==> src/ptdt_pkg.sv <==
// Shared types and constants of the periodic task due table.
package ptdt_pkg;

  localparam int CMD_W       = 2;
  localparam int PERIOD_W    = 16;
  localparam int TARGET_W    = 3;
  localparam int STATUS_W    = 2;
  localparam int SLOT_W      = 3;
  localparam int COUNT_W     = 4;
  localparam int OVR_W       = 32;
  localparam int MAX_RESULTS = 8;

  typedef enum logic [CMD_W-1:0] {
    CMD_TICK   = 2'd0,
    CMD_RUN    = 2'd1,
    CMD_ADD    = 2'd2,
    CMD_ENABLE = 2'd3
  } cmd_e;

  typedef enum logic [STATUS_W-1:0] {
    STATUS_OK          = 2'd0,
    STATUS_ZERO_PERIOD = 2'd1,
    STATUS_FULL        = 2'd2,
    STATUS_NOT_USED    = 2'd3
  } status_e;

  // controller -> datapath
  typedef struct packed {
    logic accept;
    logic idx_clr;
    logic idx_inc;
    logic tick_wr;
    logic run_emit;
    logic resp_emit;
  } ctrl_cmd_t;

  // datapath -> controller
  typedef struct packed {
    cmd_e command;
    logic used_zero;
    logic any_pending;
    logic idx_at_end;
    logic run_hit;
    logic run_last;
    logic out_free;
  } ctrl_sts_t;

endpackage

==> src/ptdt_if.sv <==
// Input and result channel interfaces of the periodic task due table.
interface ptdt_in_if;
  logic                          valid;
  logic                          ready;
  logic [ptdt_pkg::CMD_W-1:0]    command;
  logic [ptdt_pkg::PERIOD_W-1:0] period;
  logic [ptdt_pkg::TARGET_W-1:0] target_slot;
  logic                          enable_flag;

  modport source (output valid, command, period, target_slot, enable_flag, input ready);
  modport sink   (input valid, command, period, target_slot, enable_flag, output ready);
endinterface

interface ptdt_out_if;
  logic                          valid;
  logic                          ready;
  logic [ptdt_pkg::STATUS_W-1:0] status;
  logic [ptdt_pkg::SLOT_W-1:0]   slot;
  logic                          task_ran;
  logic [ptdt_pkg::COUNT_W-1:0]  ran_count;
  logic [ptdt_pkg::OVR_W-1:0]    overrun_count;
  logic                          last;

  modport source (output valid, status, slot, task_ran, ran_count, overrun_count, last,
                  input ready);
  modport sink   (input valid, status, slot, task_ran, ran_count, overrun_count, last,
                  output ready);
endinterface

==> src/periodic_task_due_table.sv <==
// Top level of the periodic task due table.
//
//   channel  dir  handshake      payload
//   in_i     in   valid / ready  command, period, target_slot, enable_flag
//   out_o    out  valid / ready  status, slot, task_ran, ran_count, overrun_count, last
//
// One input word is in work at a time; ready is high only while idle.
// Add and enable: accept, then the result word.
// Tick: accept, then for each slot in use a read state and a write state
//   on the counter table (registered read port), then the result word.
// Run: accept, then a single result word when nothing is due; otherwise
//   accept, then a scan of the slots up to the last one that runs (at most
//   slots_used), one result word per slot that runs; a stall on out_o holds
//   the scan at a slot that runs.
// Reset clears flags, fill count and overrun counter; the period and counter
//   tables need no clearing since only slots below the fill count are read.
module periodic_task_due_table #(
  parameter int NUM_TASKS   = 8,
  parameter int PERIOD_BITS = 16
) (
  input  logic        clk_i,
  input  logic        rst_ni,
  ptdt_in_if.sink     in_i,
  ptdt_out_if.source  out_o
);

  ptdt_pkg::ctrl_cmd_t ctrl_cmd;
  ptdt_pkg::ctrl_sts_t ctrl_sts;
  logic                in_ready;

  assign in_i.ready = in_ready;

  ptdt_ctrl u_ctrl (
    .clk_i      (clk_i),
    .rst_ni     (rst_ni),
    .in_valid_i (in_i.valid),
    .in_ready_o (in_ready),
    .sts_i      (ctrl_sts),
    .cmd_o      (ctrl_cmd)
  );

  ptdt_dpath #(
    .NUM_TASKS   (NUM_TASKS),
    .PERIOD_BITS (PERIOD_BITS)
  ) u_dpath (
    .clk_i         (clk_i),
    .rst_ni        (rst_ni),
    .command_i     (in_i.command),
    .period_i      (in_i.period),
    .target_slot_i (in_i.target_slot),
    .enable_flag_i (in_i.enable_flag),
    .cmd_i         (ctrl_cmd),
    .sts_o         (ctrl_sts),
    .out_o         (out_o)
  );

endmodule

==> src/ptdt_dpath.sv <==
// Datapath: slot tables, due/enable flags, overrun counter and result register.
module ptdt_dpath #(
  parameter int NUM_TASKS   = 8,
  parameter int PERIOD_BITS = 16
) (
  input  logic                          clk_i,
  input  logic                          rst_ni,
  input  logic [ptdt_pkg::CMD_W-1:0]    command_i,
  input  logic [ptdt_pkg::PERIOD_W-1:0] period_i,
  input  logic [ptdt_pkg::TARGET_W-1:0] target_slot_i,
  input  logic                          enable_flag_i,
  input  ptdt_pkg::ctrl_cmd_t           cmd_i,
  output ptdt_pkg::ctrl_sts_t           sts_o,
  ptdt_out_if.source                    out_o
);

  localparam int IW = (NUM_TASKS > 1) ? $clog2(NUM_TASKS) : 1;
  localparam int UW = $clog2(NUM_TASKS + 1);

  // period and counter tables, each with a write port and a read port at the sweep index
  logic [PERIOD_BITS-1:0] per_mem [NUM_TASKS];
  logic [PERIOD_BITS-1:0] cnt_mem [NUM_TASKS];
  logic [PERIOD_BITS-1:0] per_rd_q, cnt_rd_q;

  logic [UW-1:0]               used_q, used_d;
  logic [NUM_TASKS-1:0]        due_q, due_d, en_q, en_d;
  logic [ptdt_pkg::OVR_W-1:0]  ovr_q, ovr_d;
  logic [IW-1:0]               idx_q, idx_d;
  logic [ptdt_pkg::COUNT_W-1:0] n_q, n_d;

  logic [ptdt_pkg::STATUS_W-1:0] resp_status_q, resp_status_d;
  logic [ptdt_pkg::SLOT_W-1:0]   resp_slot_q, resp_slot_d;

  logic                           out_valid_q, out_valid_d;
  logic [ptdt_pkg::STATUS_W-1:0]  out_status_q;
  logic [ptdt_pkg::SLOT_W-1:0]    out_slot_q;
  logic                           out_ran_q;
  logic [ptdt_pkg::COUNT_W-1:0]   out_cnt_q;
  logic [ptdt_pkg::OVR_W-1:0]     out_ovr_q;
  logic                           out_last_q;

  ptdt_pkg::cmd_e         cmd_in;
  logic [PERIOD_BITS-1:0] per_in;
  logic                   per_zero, full, tgt_bad, add_do, en_do;
  logic [IW-1:0]          add_idx, tgt_idx;
  logic [NUM_TASKS-1:0]   pending, above;
  logic                   out_free, run_hit, run_last;
  logic [PERIOD_BITS-1:0] c_inc, c_new;
  logic                   c_hit, tick_act;
  logic                   cnt_we;
  logic [IW-1:0]          cnt_wa;
  logic [PERIOD_BITS-1:0] cnt_wd;

  always_comb begin
    cmd_in   = ptdt_pkg::cmd_e'(command_i);
    per_in   = PERIOD_BITS'(period_i);
    per_zero = (per_in == '0);
    full     = (used_q == UW'(NUM_TASKS));
    tgt_bad  = (8'(target_slot_i) >= 8'(used_q));
    add_idx  = used_q[IW-1:0];
    tgt_idx  = IW'(target_slot_i);
    add_do   = cmd_i.accept && (cmd_in == ptdt_pkg::CMD_ADD) && !per_zero && !full;
    en_do    = cmd_i.accept && (cmd_in == ptdt_pkg::CMD_ENABLE) && !tgt_bad;

    pending = due_q & en_q;
    for (int j = 0; j < NUM_TASKS; j++) begin
      above[j] = (j > int'(idx_q));
    end
    run_hit  = pending[idx_q];
    run_last = (n_q == ptdt_pkg::COUNT_W'(ptdt_pkg::MAX_RESULTS - 1)) ||
               ((pending & above) == '0);
    out_free = !out_valid_q || out_o.ready;

    // tick update of the slot under the sweep index
    c_inc    = cnt_rd_q + PERIOD_BITS'(1);
    c_hit    = (c_inc >= per_rd_q);
    c_new    = c_hit ? (c_inc - per_rd_q) : c_inc;
    tick_act = cmd_i.tick_wr && en_q[idx_q];

    cnt_we = add_do || en_do || tick_act;
    cnt_wa = cmd_i.tick_wr ? idx_q : (add_do ? add_idx : tgt_idx);
    cnt_wd = cmd_i.tick_wr ? c_new : '0;
  end

  // single-word response computed at accept
  always_comb begin
    resp_status_d = resp_status_q;
    resp_slot_d   = resp_slot_q;
    if (cmd_i.accept) begin
      resp_status_d = ptdt_pkg::STATUS_OK;
      resp_slot_d   = '0;
      case (cmd_in)
        ptdt_pkg::CMD_TICK, ptdt_pkg::CMD_RUN: begin
          resp_status_d = ptdt_pkg::STATUS_OK;
        end
        ptdt_pkg::CMD_ADD: begin
          if (per_zero) begin
            resp_status_d = ptdt_pkg::STATUS_ZERO_PERIOD;
          end else if (full) begin
            resp_status_d = ptdt_pkg::STATUS_FULL;
          end else begin
            resp_slot_d = ptdt_pkg::SLOT_W'(used_q);
          end
        end
        ptdt_pkg::CMD_ENABLE: begin
          resp_slot_d = target_slot_i;
          if (tgt_bad) resp_status_d = ptdt_pkg::STATUS_NOT_USED;
        end
        default: begin
          resp_status_d = ptdt_pkg::STATUS_OK;
        end
      endcase
    end
  end

  always_comb begin
    used_d = used_q;
    due_d  = due_q;
    en_d   = en_q;
    ovr_d  = ovr_q;
    idx_d  = idx_q;
    n_d    = n_q;
    if (add_do) begin
      used_d           = used_q + UW'(1);
      en_d[add_idx]    = 1'b1;
      due_d[add_idx]   = 1'b0;
    end
    if (en_do) begin
      en_d[tgt_idx]  = enable_flag_i;
      due_d[tgt_idx] = 1'b0;
    end
    if (tick_act && c_hit) begin
      if (due_q[idx_q]) ovr_d = ovr_q + ptdt_pkg::OVR_W'(1);
      else              due_d[idx_q] = 1'b1;
    end
    if (cmd_i.run_emit) begin
      due_d[idx_q] = 1'b0;
      n_d          = n_q + ptdt_pkg::COUNT_W'(1);
    end
    if (cmd_i.idx_clr) begin
      idx_d = '0;
      n_d   = '0;
    end else if (cmd_i.idx_inc) begin
      idx_d = idx_q + IW'(1);
    end
  end

  always_comb begin
    out_valid_d = out_valid_q;
    if (cmd_i.resp_emit || cmd_i.run_emit) out_valid_d = 1'b1;
    else if (out_o.ready)                   out_valid_d = 1'b0;
  end

  always_ff @(posedge clk_i or negedge rst_ni) begin
    if (!rst_ni) begin
      used_q      <= '0;
      due_q       <= '0;
      en_q        <= '0;
      ovr_q       <= '0;
      idx_q       <= '0;
      n_q         <= '0;
      out_valid_q <= 1'b0;
    end else begin
      used_q      <= used_d;
      due_q       <= due_d;
      en_q        <= en_d;
      ovr_q       <= ovr_d;
      idx_q       <= idx_d;
      n_q         <= n_d;
      out_valid_q <= out_valid_d;
    end
  end

  // payload registers
  always_ff @(posedge clk_i) begin
    resp_status_q <= resp_status_d;
    resp_slot_q   <= resp_slot_d;
    if (cmd_i.run_emit) begin
      out_status_q <= ptdt_pkg::STATUS_OK;
      out_slot_q   <= ptdt_pkg::SLOT_W'(idx_q);
      out_ran_q    <= 1'b1;
      out_cnt_q    <= n_q + ptdt_pkg::COUNT_W'(1);
      out_ovr_q    <= ovr_q;
      out_last_q   <= run_last;
    end else if (cmd_i.resp_emit) begin
      out_status_q <= resp_status_q;
      out_slot_q   <= resp_slot_q;
      out_ran_q    <= 1'b0;
      out_cnt_q    <= '0;
      out_ovr_q    <= ovr_q;
      out_last_q   <= 1'b1;
    end
  end

  // tables: registered read at the sweep index
  always_ff @(posedge clk_i) begin
    if (add_do) per_mem[add_idx] <= per_in;
    if (cnt_we) cnt_mem[cnt_wa] <= cnt_wd;
    per_rd_q <= per_mem[idx_q];
    cnt_rd_q <= cnt_mem[idx_q];
  end

  assign out_o.valid         = out_valid_q;
  assign out_o.status        = out_status_q;
  assign out_o.slot          = out_slot_q;
  assign out_o.task_ran      = out_ran_q;
  assign out_o.ran_count     = out_cnt_q;
  assign out_o.overrun_count = out_ovr_q;
  assign out_o.last          = out_last_q;

  always_comb begin
    sts_o.command     = cmd_in;
    sts_o.used_zero   = (used_q == '0);
    sts_o.any_pending = (pending != '0);
    sts_o.idx_at_end  = (UW'(idx_q) + UW'(1) == used_q);
    sts_o.run_hit     = run_hit;
    sts_o.run_last    = run_last;
    sts_o.out_free    = out_free;
  end

  a_used_bound: assert property (@(posedge clk_i) disable iff (!rst_ni)
    used_q <= UW'(NUM_TASKS))
    else $error("fill count beyond table size");

  a_emit_free: assert property (@(posedge clk_i) disable iff (!rst_ni)
    (cmd_i.run_emit || cmd_i.resp_emit) |-> out_free)
    else $error("result word overwritten while held");

  a_ovr_step: assert property (@(posedge clk_i) disable iff (!rst_ni)
    (ovr_q != $past(ovr_q)) |-> (ovr_q == $past(ovr_q) + ptdt_pkg::OVR_W'(1)))
    else $error("overrun counter jumped");

endmodule

==> src/ptdt_ctrl.sv <==
// Controller: sequences accept, tick sweep, run scan and response words.
module ptdt_ctrl (
  input  logic                clk_i,
  input  logic                rst_ni,
  input  logic                in_valid_i,
  output logic                in_ready_o,
  input  ptdt_pkg::ctrl_sts_t sts_i,
  output ptdt_pkg::ctrl_cmd_t cmd_o
);

  typedef enum logic [4:0] {
    S_IDLE    = 5'b00001,
    S_TICK_RD = 5'b00010,
    S_TICK_WR = 5'b00100,
    S_RUN     = 5'b01000,
    S_RESP    = 5'b10000
  } state_e;

  state_e state_q, state_d;

  always_comb begin
    state_d    = state_q;
    cmd_o      = '0;
    in_ready_o = 1'b0;
    case (state_q)
      S_IDLE: begin
        in_ready_o = 1'b1;
        if (in_valid_i) begin
          cmd_o.accept  = 1'b1;
          cmd_o.idx_clr = 1'b1;
          case (sts_i.command)
            ptdt_pkg::CMD_TICK:  state_d = sts_i.used_zero ? S_RESP : S_TICK_RD;
            ptdt_pkg::CMD_RUN:   state_d = sts_i.any_pending ? S_RUN : S_RESP;
            default:             state_d = S_RESP;
          endcase
        end
      end
      S_TICK_RD: begin
        state_d = S_TICK_WR;
      end
      S_TICK_WR: begin
        cmd_o.tick_wr = 1'b1;
        if (sts_i.idx_at_end) begin
          state_d = S_RESP;
        end else begin
          cmd_o.idx_inc = 1'b1;
          state_d       = S_TICK_RD;
        end
      end
      S_RUN: begin
        if (!sts_i.run_hit) begin
          cmd_o.idx_inc = 1'b1;
        end else if (sts_i.out_free) begin
          cmd_o.run_emit = 1'b1;
          if (sts_i.run_last) state_d = S_IDLE;
          else                cmd_o.idx_inc = 1'b1;
        end
      end
      S_RESP: begin
        if (sts_i.out_free) begin
          cmd_o.resp_emit = 1'b1;
          state_d         = S_IDLE;
        end
      end
      default: begin
        state_d = S_IDLE;
      end
    endcase
  end

  always_ff @(posedge clk_i or negedge rst_ni) begin
    if (!rst_ni) begin
      state_q <= S_IDLE;
    end else begin
      state_q <= state_d;
    end
  end

  a_one_at_a_time: assert property (@(posedge clk_i) disable iff (!rst_ni)
    cmd_o.accept |=> !in_ready_o)
    else $error("second word taken while one is in work");

  a_run_ends: assert property (@(posedge clk_i) disable iff (!rst_ni)
    (cmd_o.run_emit && sts_i.run_last) |=> (state_q == S_IDLE))
    else $error("run scan did not end on its last word");

  a_tick_ends: assert property (@(posedge clk_i) disable iff (!rst_ni)
    (state_q == S_TICK_WR && sts_i.idx_at_end) |=> (state_q == S_RESP))
    else $error("tick sweep did not end at the fill count");

endmodule

==> src/flat_wrapper.sv <==
// flat-port wrapper written by rule: the top's interface ports become plain ports
module periodic_task_due_table_flat 
#(
  parameter int NUM_TASKS   = 8,
  parameter int PERIOD_BITS = 16
)
  (clk_i, rst_ni, in_i_valid, in_i_command, in_i_period, in_i_target_slot, in_i_enable_flag, in_i_ready, out_o_valid, out_o_status, out_o_slot, out_o_task_ran, out_o_ran_count, out_o_overrun_count, out_o_last, out_o_ready);
  ptdt_in_if in_i_i ();
  ptdt_out_if out_o_i ();
  input  logic clk_i;
  input  logic rst_ni;
  input wire logic [$bits(in_i_i.valid)-1:0] in_i_valid;
  input wire logic [$bits(in_i_i.command)-1:0] in_i_command;
  input wire logic [$bits(in_i_i.period)-1:0] in_i_period;
  input wire logic [$bits(in_i_i.target_slot)-1:0] in_i_target_slot;
  input wire logic [$bits(in_i_i.enable_flag)-1:0] in_i_enable_flag;
  output wire logic [$bits(in_i_i.ready)-1:0] in_i_ready;
  output wire logic [$bits(out_o_i.valid)-1:0] out_o_valid;
  output wire logic [$bits(out_o_i.status)-1:0] out_o_status;
  output wire logic [$bits(out_o_i.slot)-1:0] out_o_slot;
  output wire logic [$bits(out_o_i.task_ran)-1:0] out_o_task_ran;
  output wire logic [$bits(out_o_i.ran_count)-1:0] out_o_ran_count;
  output wire logic [$bits(out_o_i.overrun_count)-1:0] out_o_overrun_count;
  output wire logic [$bits(out_o_i.last)-1:0] out_o_last;
  input wire logic [$bits(out_o_i.ready)-1:0] out_o_ready;
  assign in_i_i.valid = in_i_valid;
  assign in_i_i.command = in_i_command;
  assign in_i_i.period = in_i_period;
  assign in_i_i.target_slot = in_i_target_slot;
  assign in_i_i.enable_flag = in_i_enable_flag;
  assign in_i_ready = in_i_i.ready;
  assign out_o_valid = out_o_i.valid;
  assign out_o_status = out_o_i.status;
  assign out_o_slot = out_o_i.slot;
  assign out_o_task_ran = out_o_i.task_ran;
  assign out_o_ran_count = out_o_i.ran_count;
  assign out_o_overrun_count = out_o_i.overrun_count;
  assign out_o_last = out_o_i.last;
  assign out_o_i.ready = out_o_ready;
  periodic_task_due_table #(.NUM_TASKS(NUM_TASKS), .PERIOD_BITS(PERIOD_BITS)) u_core (.clk_i(clk_i), .rst_ni(rst_ni), .in_i(in_i_i), .out_o(out_o_i));
endmodule
==> config.mk <==
export PLATFORM = sky130hd
export DESIGN_NAME = periodic_task_due_table_flat
export DESIGN_NICKNAME = d
export VERILOG_FILES = /design/src/ptdt_pkg.sv /design/src/ptdt_if.sv /design/src/periodic_task_due_table.sv /design/src/ptdt_dpath.sv /design/src/ptdt_ctrl.sv /design/src/flat_wrapper.sv
export SDC_FILE = /design/constraint.sdc
export NUM_CORES = 1
export LEC_CHECK = 0
export BUFFER_PORTS_ARGS = -buffer_cell sky130_fd_sc_hd__buf_2
export CORE_MARGIN = 2
export CORE_UTILIZATION = 64
export CTS_BUF_LIST = sky130_fd_sc_hd__clkbuf_2 sky130_fd_sc_hd__clkbuf_4 sky130_fd_sc_hd__clkbuf_8
export CTS_CLUSTER_SIZE = 20
export DETAILED_ROUTE_END_ITERATION = 8
export PLACE_DENSITY = 0.88
export SYNTH_ARGS = -nofsm -noshare
export SYNTH_HDL_FRONTEND = slang
export SYNTH_SLANG_ARGS = --single-unit
==> constraint.sdc <==
create_clock -name clk_i -period 3.9 [get_ports clk_i]
set_clock_uncertainty 0.1 [all_clocks]
set_input_delay 0.39 -clock clk_i [delete_from_list [all_inputs] [get_ports clk_i]]
set_output_delay 0.39 -clock clk_i [all_outputs]
set_load 0.01 [all_outputs]
### Word-level counts from Yosys, hierarchy flattened

Memories as Yosys holds them, arrays and structs flattened. A register that Yosys moved wholly into a read port is not among the register bits.
Cells that the tools add are included.

| storage, ports and cells | value |
|---|---|
| register bits after elaboration | 113 |
| memory bits (writable) | 256 |
| output and inout bits | 45 |
| memories | 2 |

Memories:

| memory | words | bits a word | read ports | clocked after Yosys merged registers in | wr ports | RTL line | RTL |
|---|---|---|---|---|---|---|---|
| u_core.u_dpath.cnt_mem | 8 | 16 | 1 | 1 | 1 | ptdt_dpath.sv:22 | `logic [PERIOD_BITS-1:0] cnt_mem [NUM_TASKS];` |
| u_core.u_dpath.per_mem | 8 | 16 | 1 | 1 | 1 | ptdt_dpath.sv:21 | `logic [PERIOD_BITS-1:0] per_mem [NUM_TASKS];` |

| cells by class | value |
|---|---|
| add/sub/neg operators | 7 |
| $lt $le $gt $ge | 15 |
| equality and inequality tests | 16 |
| muxes and demuxes | 72 |
| bitwise gates (word level) | 10 |
| reduce and logical (&&, ||, !) cells | 31 |

Operators with widths:

| kind | count |
|---|---|
| 32-bit 2-to-1 mux | 2 |
| 8-bit 2-to-1 mux | 7 |
| 8-bit AND | 5 |
| 5-bit 2-to-1 mux | 8 |
| 32-bit by 1-bit adder with 32-bit output (second input constant) | 1 |
| 16-bit 2-to-1 mux | 2 |
| 5-bit one-hot mux with 5 select lines | 1 |
| 1-bit 2-to-1 mux | 24 |
| 3-bit 2-to-1 mux | 8 |
| 8-bit inverter | 3 |
| 16-bit by 1-bit adder with 16-bit output (second input constant) | 1 |
| 16-bit greater-or-equal comparator | 1 |
| 16-bit logical NOT | 1 |
| 4-bit 2-to-1 mux | 4 |
| 8-bit OR | 2 |
| 16-bit subtractor | 1 |
| 3-bit greater-than comparator (first input constant) | 4 |
| 3-bit by 4-bit less-than comparator with 1-bit output (second input constant) | 3 |
| 1-bit logical AND | 10 |
| 2-bit 2-to-1 mux | 5 |
| 2-bit != test (second input constant) | 5 |
| 5-bit one-hot mux with 2 select lines | 1 |
| 1-bit binary-select mux with 3-bit select | 3 |
| 1-bit demux with 3-bit select | 3 |
| other kinds (31) | 46 |

### Longest topological paths before layout

| depth | value |
|---|---|
| depth in word-level cells | 14 |
| mapped depth | 15 |
| mapped depth without buffers | 13 |

### By module

Synthesis repeated with hierarchy kept, for this count alone.

| unflattened totals | value |
|---|---|
| cell total of the unflattened synthesis | 1204 |
| area, all modules | 16624.7 um^2 |

By module, submodules not included:

| module | instances | cells each | area each (um^2) | sequential area each (um^2) |
|---|---|---|---|---|
| ptdt_dpath | 1 | 1164 | 16280.6 | 11240.8 |
| ptdt_ctrl | 1 | 40 | 344.1 | 126.4 |

### Worst setup path before layout

OpenSTA, ideal clock, no wires.

| path | value |
|---|---|
| path type | register to register |
| from | reg u_core.u_ctrl.state_q[4] |
| to | mem u_core.u_dpath.cnt_mem[5][0] (enable) |
| library setup time | 0.409 ns |
| data arrival time | 3.029 ns |
| required time | 3.391 ns |
| setup slack | 0.362 ns |
| stages on the path, launching flop included | 11 |
| path buffers | 0 |
| period minus slack after synthesis | 3.538 ns |
| cells stage by stage | dfrtp_1 -> nor3_2 -> nand2_1 -> inv_2 -> nand2_2 -> inv_2 -> nand3_2 -> mux2i_1 -> nand2_1 -> o221ai_1 -> nor3_1 |

| between the ends | value |
|---|---|
| cells in the longest elaborated chain, start to end | 9 |

RTL lines:

| item | RTL line | RTL |
|---|---|---|
| from (decl) | ptdt_ctrl.sv:19 | `state_e state_q, state_d;` |
| from (signal assigned) | ptdt_ctrl.sv:75 | `state_q <= state_d;` |
| 5-bit by 1-bit == test with 1-bit output | ptdt_ctrl.sv:25 | `case (state_q)` |
| 2-bit 2-to-1 mux | ptdt_ctrl.sv:25 |  |
| 1-bit logical AND (3 in series) | ptdt_dpath.sv:62 | `add_do = cmd_i.accept && (cmd_in == ptdt_pkg::CMD_ADD) && !per_zero && !full;` |
| 1-bit logical OR (2 in series) | ptdt_dpath.sv:80 | `cnt_we = add_do \|\| en_do \|\| tick_act;` |
| 1-bit 2-to-1 mux | ptdt_dpath.sv:198 | `if (cnt_we) cnt_mem[cnt_wa] <= cnt_wd;` |
| 1-bit 2-to-1 mux (implied by the code) | ptdt_dpath.sv:198 |  |
| to (decl) | ptdt_dpath.sv:22 |  |

Parallel ways exist; a longest one is shown, timed or not.

### Worst setup path after layout

| path | value |
|---|---|
| from | reg u_core.u_dpath.cnt_rd_q[3], read port of u_core.u_dpath.cnt_mem |
| to | reg u_core.u_dpath.due_q[3] |

| between the ends | value |
|---|---|
| cells in the longest elaborated chain, start to end | 6 |

RTL lines:

| item | RTL line | RTL |
|---|---|---|
| from (decl) | ptdt_dpath.sv:23 | `logic [PERIOD_BITS-1:0] per_rd_q, cnt_rd_q;` |
| 16-bit by 1-bit adder with 16-bit output (*) | ptdt_dpath.sv:75 | `c_inc = cnt_rd_q + PERIOD_BITS'(1);` |
| 16-bit greater-or-equal comparator (*) | ptdt_dpath.sv:76 | `c_hit = (c_inc >= per_rd_q);` |
| 1-bit logical AND (*) | ptdt_dpath.sv:132 | `if (tick_act && c_hit) begin` |
| 8-bit 2-to-1 mux (*) | ptdt_dpath.sv:132 |  |
| 8-bit AND (no line) | n/a |  |
| 8-bit 2-to-1 mux (*) | ptdt_dpath.sv:136 | `if (cmd_i.run_emit) begin` |
| named net u_core.u_dpath.due_d[3] | ptdt_dpath.sv:26 | `logic [NUM_TASKS-1:0] due_q, due_d, en_q, en_d;` |
| to (signal assigned) | ptdt_dpath.sv:165 | `due_q <= due_d;` |
| to (decl) | ptdt_dpath.sv:26 |  |

The timed path passes the listed nets; every way through them passes the cells marked *.
A chain may end at the register's enable or synchronous reset.

==> results.md <==
* Outcome: finished clean
* Hold Slack at 0.0257 ns
* Worst setup EP type: flop
* Largest family of logic cells by synthesized area: compound AO/OA/AOI/OAI gates
* Final total negative setup slack at 0 ns
* XOR/XNOR share of the synthesized area at 0.0356
* Post-Route M1 WL at 14.8 mm
* Largest net degree at the start of global routing at 41
* Num ports at 71
* N_diodes at 0
* Max layer used: met4
* Worst Path Class, Setup: reg -> reg
* #FFs+latches synth at 401
* Number of global-route vias before repair at 10900
* Compound-Gate Fraction of Synth Area at 0.123
* Area contributors post-synth: edfxtp_1 (54%), dfrtp_1 (9.6%), a22oi_1 (6.0%)
* Cell taking the most area after synthesis: edfxtp_1
* ANT nets after route at 0
* Iteration count of the initial detailed-routing pass at 7
* Period minus WS final at 3.69 ns
* Comb pwr share at 0.255
* Post-Syn Area at 16700 um2
* Critical Path Source Type: flop
* Commonest non-fill, non-tap cells in the layout: edfxtp_1 (301), a22oi_1 (134), buf_2 (70), clkbuf_8 (68), dfrtp_1 (64)
* Peak VDD IR at 0.363 mV
* GR Overflow Total at 0
* Simple-gate portion of the synthesized area at 0.101
* # fillers at 1527
* Initial drt markers at 1097
* Htree depth at 2
* Core Area at 25800 um2
* Int Power at 8.08 mW
* Gpl congestion at 0.916
* Post-Syn Area per Cell at 14.1 um2
* Max transition margin at 0.439
* Max FO, Critical Path at 13
* Hold crit path type: in -> reg
* Final setup margin at 0.205 ns
* Final Cycle Share at 0.947
* Sequential area share after synthesis at 0.679
* Initial antenna violation count at 0
* Met3 routed WL at 2.99 mm
* Async SR Flop Fraction at 0.162
* Worst slew pin tran at 0.842 ns
* Worst path arrival time at 4.08 ns
* Ys flop type: edfxtp_1
* Syn-to-layout area delta at 14.8%
* Total Die Area at 27500 um2
* Clk_lat worst skew at 0.61 ns
* CP Data Required Time at 4.28 ns
* CTS tree: done
* Layout cells sized above 1 at 0.212
* CTS Buf Count at 58
* Max Fclk at 271 MHz
* Mapped Nets at 1240
* WL per Instance at 22.2 um
* CTS root buffer: clkbuf_8
* Commonest non-fill, non-tap cell in the layout: edfxtp_1
* Rows at 59
* Pleak at 7.22 nW
* Multiplexer share of the synthesized area at 0.0135
* RSZ-0062 raised after global routing: false
* Maximum clock path buffer count at 3
* Cells after synthesis at 1186
* Clock Pin Slew Worst Setup and Hold Paths at 0.06 ns
* Reg area at 11400 um2
* Clock share of power at 0.299
* Maxcap violations at 0
* Synth warn at 0
* Setup-failing EPs final at 0
* DRC at 0
* Pre-CTS WS at 0.120 ns
* Pwr Density at 611 nW/um2
* Routed vias/inst at 6.44
* Vert. Die Dim at 166 um
* Seq pwr share at 0.446
* GRT Total Usage at 0.271
* Netlist cell types at 86
* Global-route wire length before repair at 58.8 mm
* Drt total wl at 37.9 mm
* Die W at 166 um
* Area share of fa/ha/maj cells after synthesis at 0.0214
* HPWL after DPL at 22.0 mm
* Synth top area share at 0.540
* Nets@finish at 1377
* Final Hold Vio Count at 0
* Area of the multi-input gates at 5080 um2
* Fin. max-slew vios at 0
* Port buffer count at 70
* Switching share of total power at 0.311
* Via Count at 11000
* Clock Sinks at 401
* Initial Util at 0.648
* Sw power at 3.66 mW
* EDFF count, synth at 301
* Routed met2 length at 19.1 mm
## power by group through the flow
stage          logic, mW  clock network, mW  registers, mW
3_5_place_dp        2.82                  0           5.30
6_report            2.99               3.51           5.24
3_3_place_gp        2.76                  0           5.28
2_1_floorplan       2.08                  0           5.23
5_1_grt             3.25               3.72           5.26
4_1_cts             2.87               3.53           5.22
## final cells by class
cell class                      count  share of cell area
Inverter                           39             0.00762
Multi-Input combinational cell    692               0.264
Timing Repair Buffer              131              0.0483
Clock buffer                       93              0.0585
Tap cell                          335              0.0218
Sequential cell                   401               0.592
Clock inverter                     17             0.00788
## worst paths after layout
path | from | end | slack (ns) | depth (start not counted)
worst max-delay path | u_core.u_dpath.cnt_rd_q[3] | u_core.u_dpath.due_q[3] | 0.21 | 14
worst min-delay path | in_i_period[14] | u_core.u_dpath.per_mem[2][14] | 0.03 | 1
worst max register to register | u_core.u_dpath.cnt_rd_q[3] | u_core.u_dpath.due_q[3] | 0.21 | 14
worst min register to register | u_core.u_dpath.out_o.task_ran | u_core.u_dpath.out_o.task_ran | 0.35 | 2
max in group asynchronous | rst_ni | u_core.u_dpath.ovr_q[2] | 2.46 | 3
min in group asynchronous | rst_ni | u_core.u_dpath.used_q[3] | 0.32 | 2
## Yosys cell counts, types with 5 or more instances
cell type  count
edfxtp_1     301
a22oi_1      134
dfrtp_1       64
nand2_1       57
nor2_1        51
xnor2_1       46
nand4_1       45
a21oi_1       40
dfxtp_1       35
inv_1         34
clkbuf_1      32
nand3_1       31
ha_1          27
xor2_1        22
and3_1        19
o21ai_0       17
nor3_1        16
nor2b_1       15
buf_2         11
mux2i_1       11
nor4_1         9
a211oi_1       8
a31oi_1        8
and2_1         8
a21o_1         7
buf_6          7
mux2_2         7
nand2b_1       7
nand3b_1       7
o21a_1         7
and4_1         6
nor3_2         6
a32o_1         5
nor3b_2        5
## logic make-up (layout without fill, tap and decap cells)
kind of cell               Yosys count  after routing
DFF                                401            401
and+or+nand+nor                    299            299
AOI/OAI and AO/OA                  276            276
buffers and inverters               93            280
xor gates and xnor gates            68             68
adders and majority gates           28             28
muxes                               21             21
## per-stage QoR
step	util	cells	power, mW	instance area, um2
finish	0.744	1708	11.7	19200
global route	0.744	1708	12.2	19200
detailed placement	0.685	1579	8.13	17700
CTS	0.741	1707	11.6	19200
global placement	0.685	1579	8.04	17700
floorplan	-	1186	7.31	16700
## sequential cells by signal, summed over array words and instances, names as in the netlist, 5 cells and up
register	count
u_core.u_dpath.due_q	8
u_core.u_ctrl.state_q	5
u_core.u_dpath.per_rd_q	16
u_core.u_dpath.cnt_rd_q	16
u_core.u_dpath.out_o.overrun_count	32
u_core.u_dpath.en_q	8
u_core.u_dpath.cnt_mem	128
u_core.u_dpath.ovr_q	32
u_core.u_dpath.per_mem	128
## per-layer routing
metal | track usage | vias up
met3 | 0.0484 | 99
li1 | - | 4889
met2 | 0.454 | 604
met4 | 0.105 | 0
met5 | 0 | -
met1 | 0.360 | 5414
## critical path: stages (launching register included)
cell and delay [ns]:
dfxtp_1 0.43, and4_1 0.27, and4_1 0.27, and2_1 0.19
nand2_1 0.08, xnor2_1 0.15, ha_1 0.39, and3_1 0.23
nand2_1 0.09, o211ai_1 0.29, a211oi_4 0.13, buf_12 0.17
nor3_4 0.42, nand2_1 0.13, a22oi_1 0.23
## what timing repair did
item / CTS / global route
setup buffers: 0 / 1
hold buffers: 18 / 0
endpoints found under the setup margin: 0 / 137
resized for setup: 0 / 16
hold endpoints to repair: 137 / 0
Note: power is estimated with default switching activity, not from simulation.
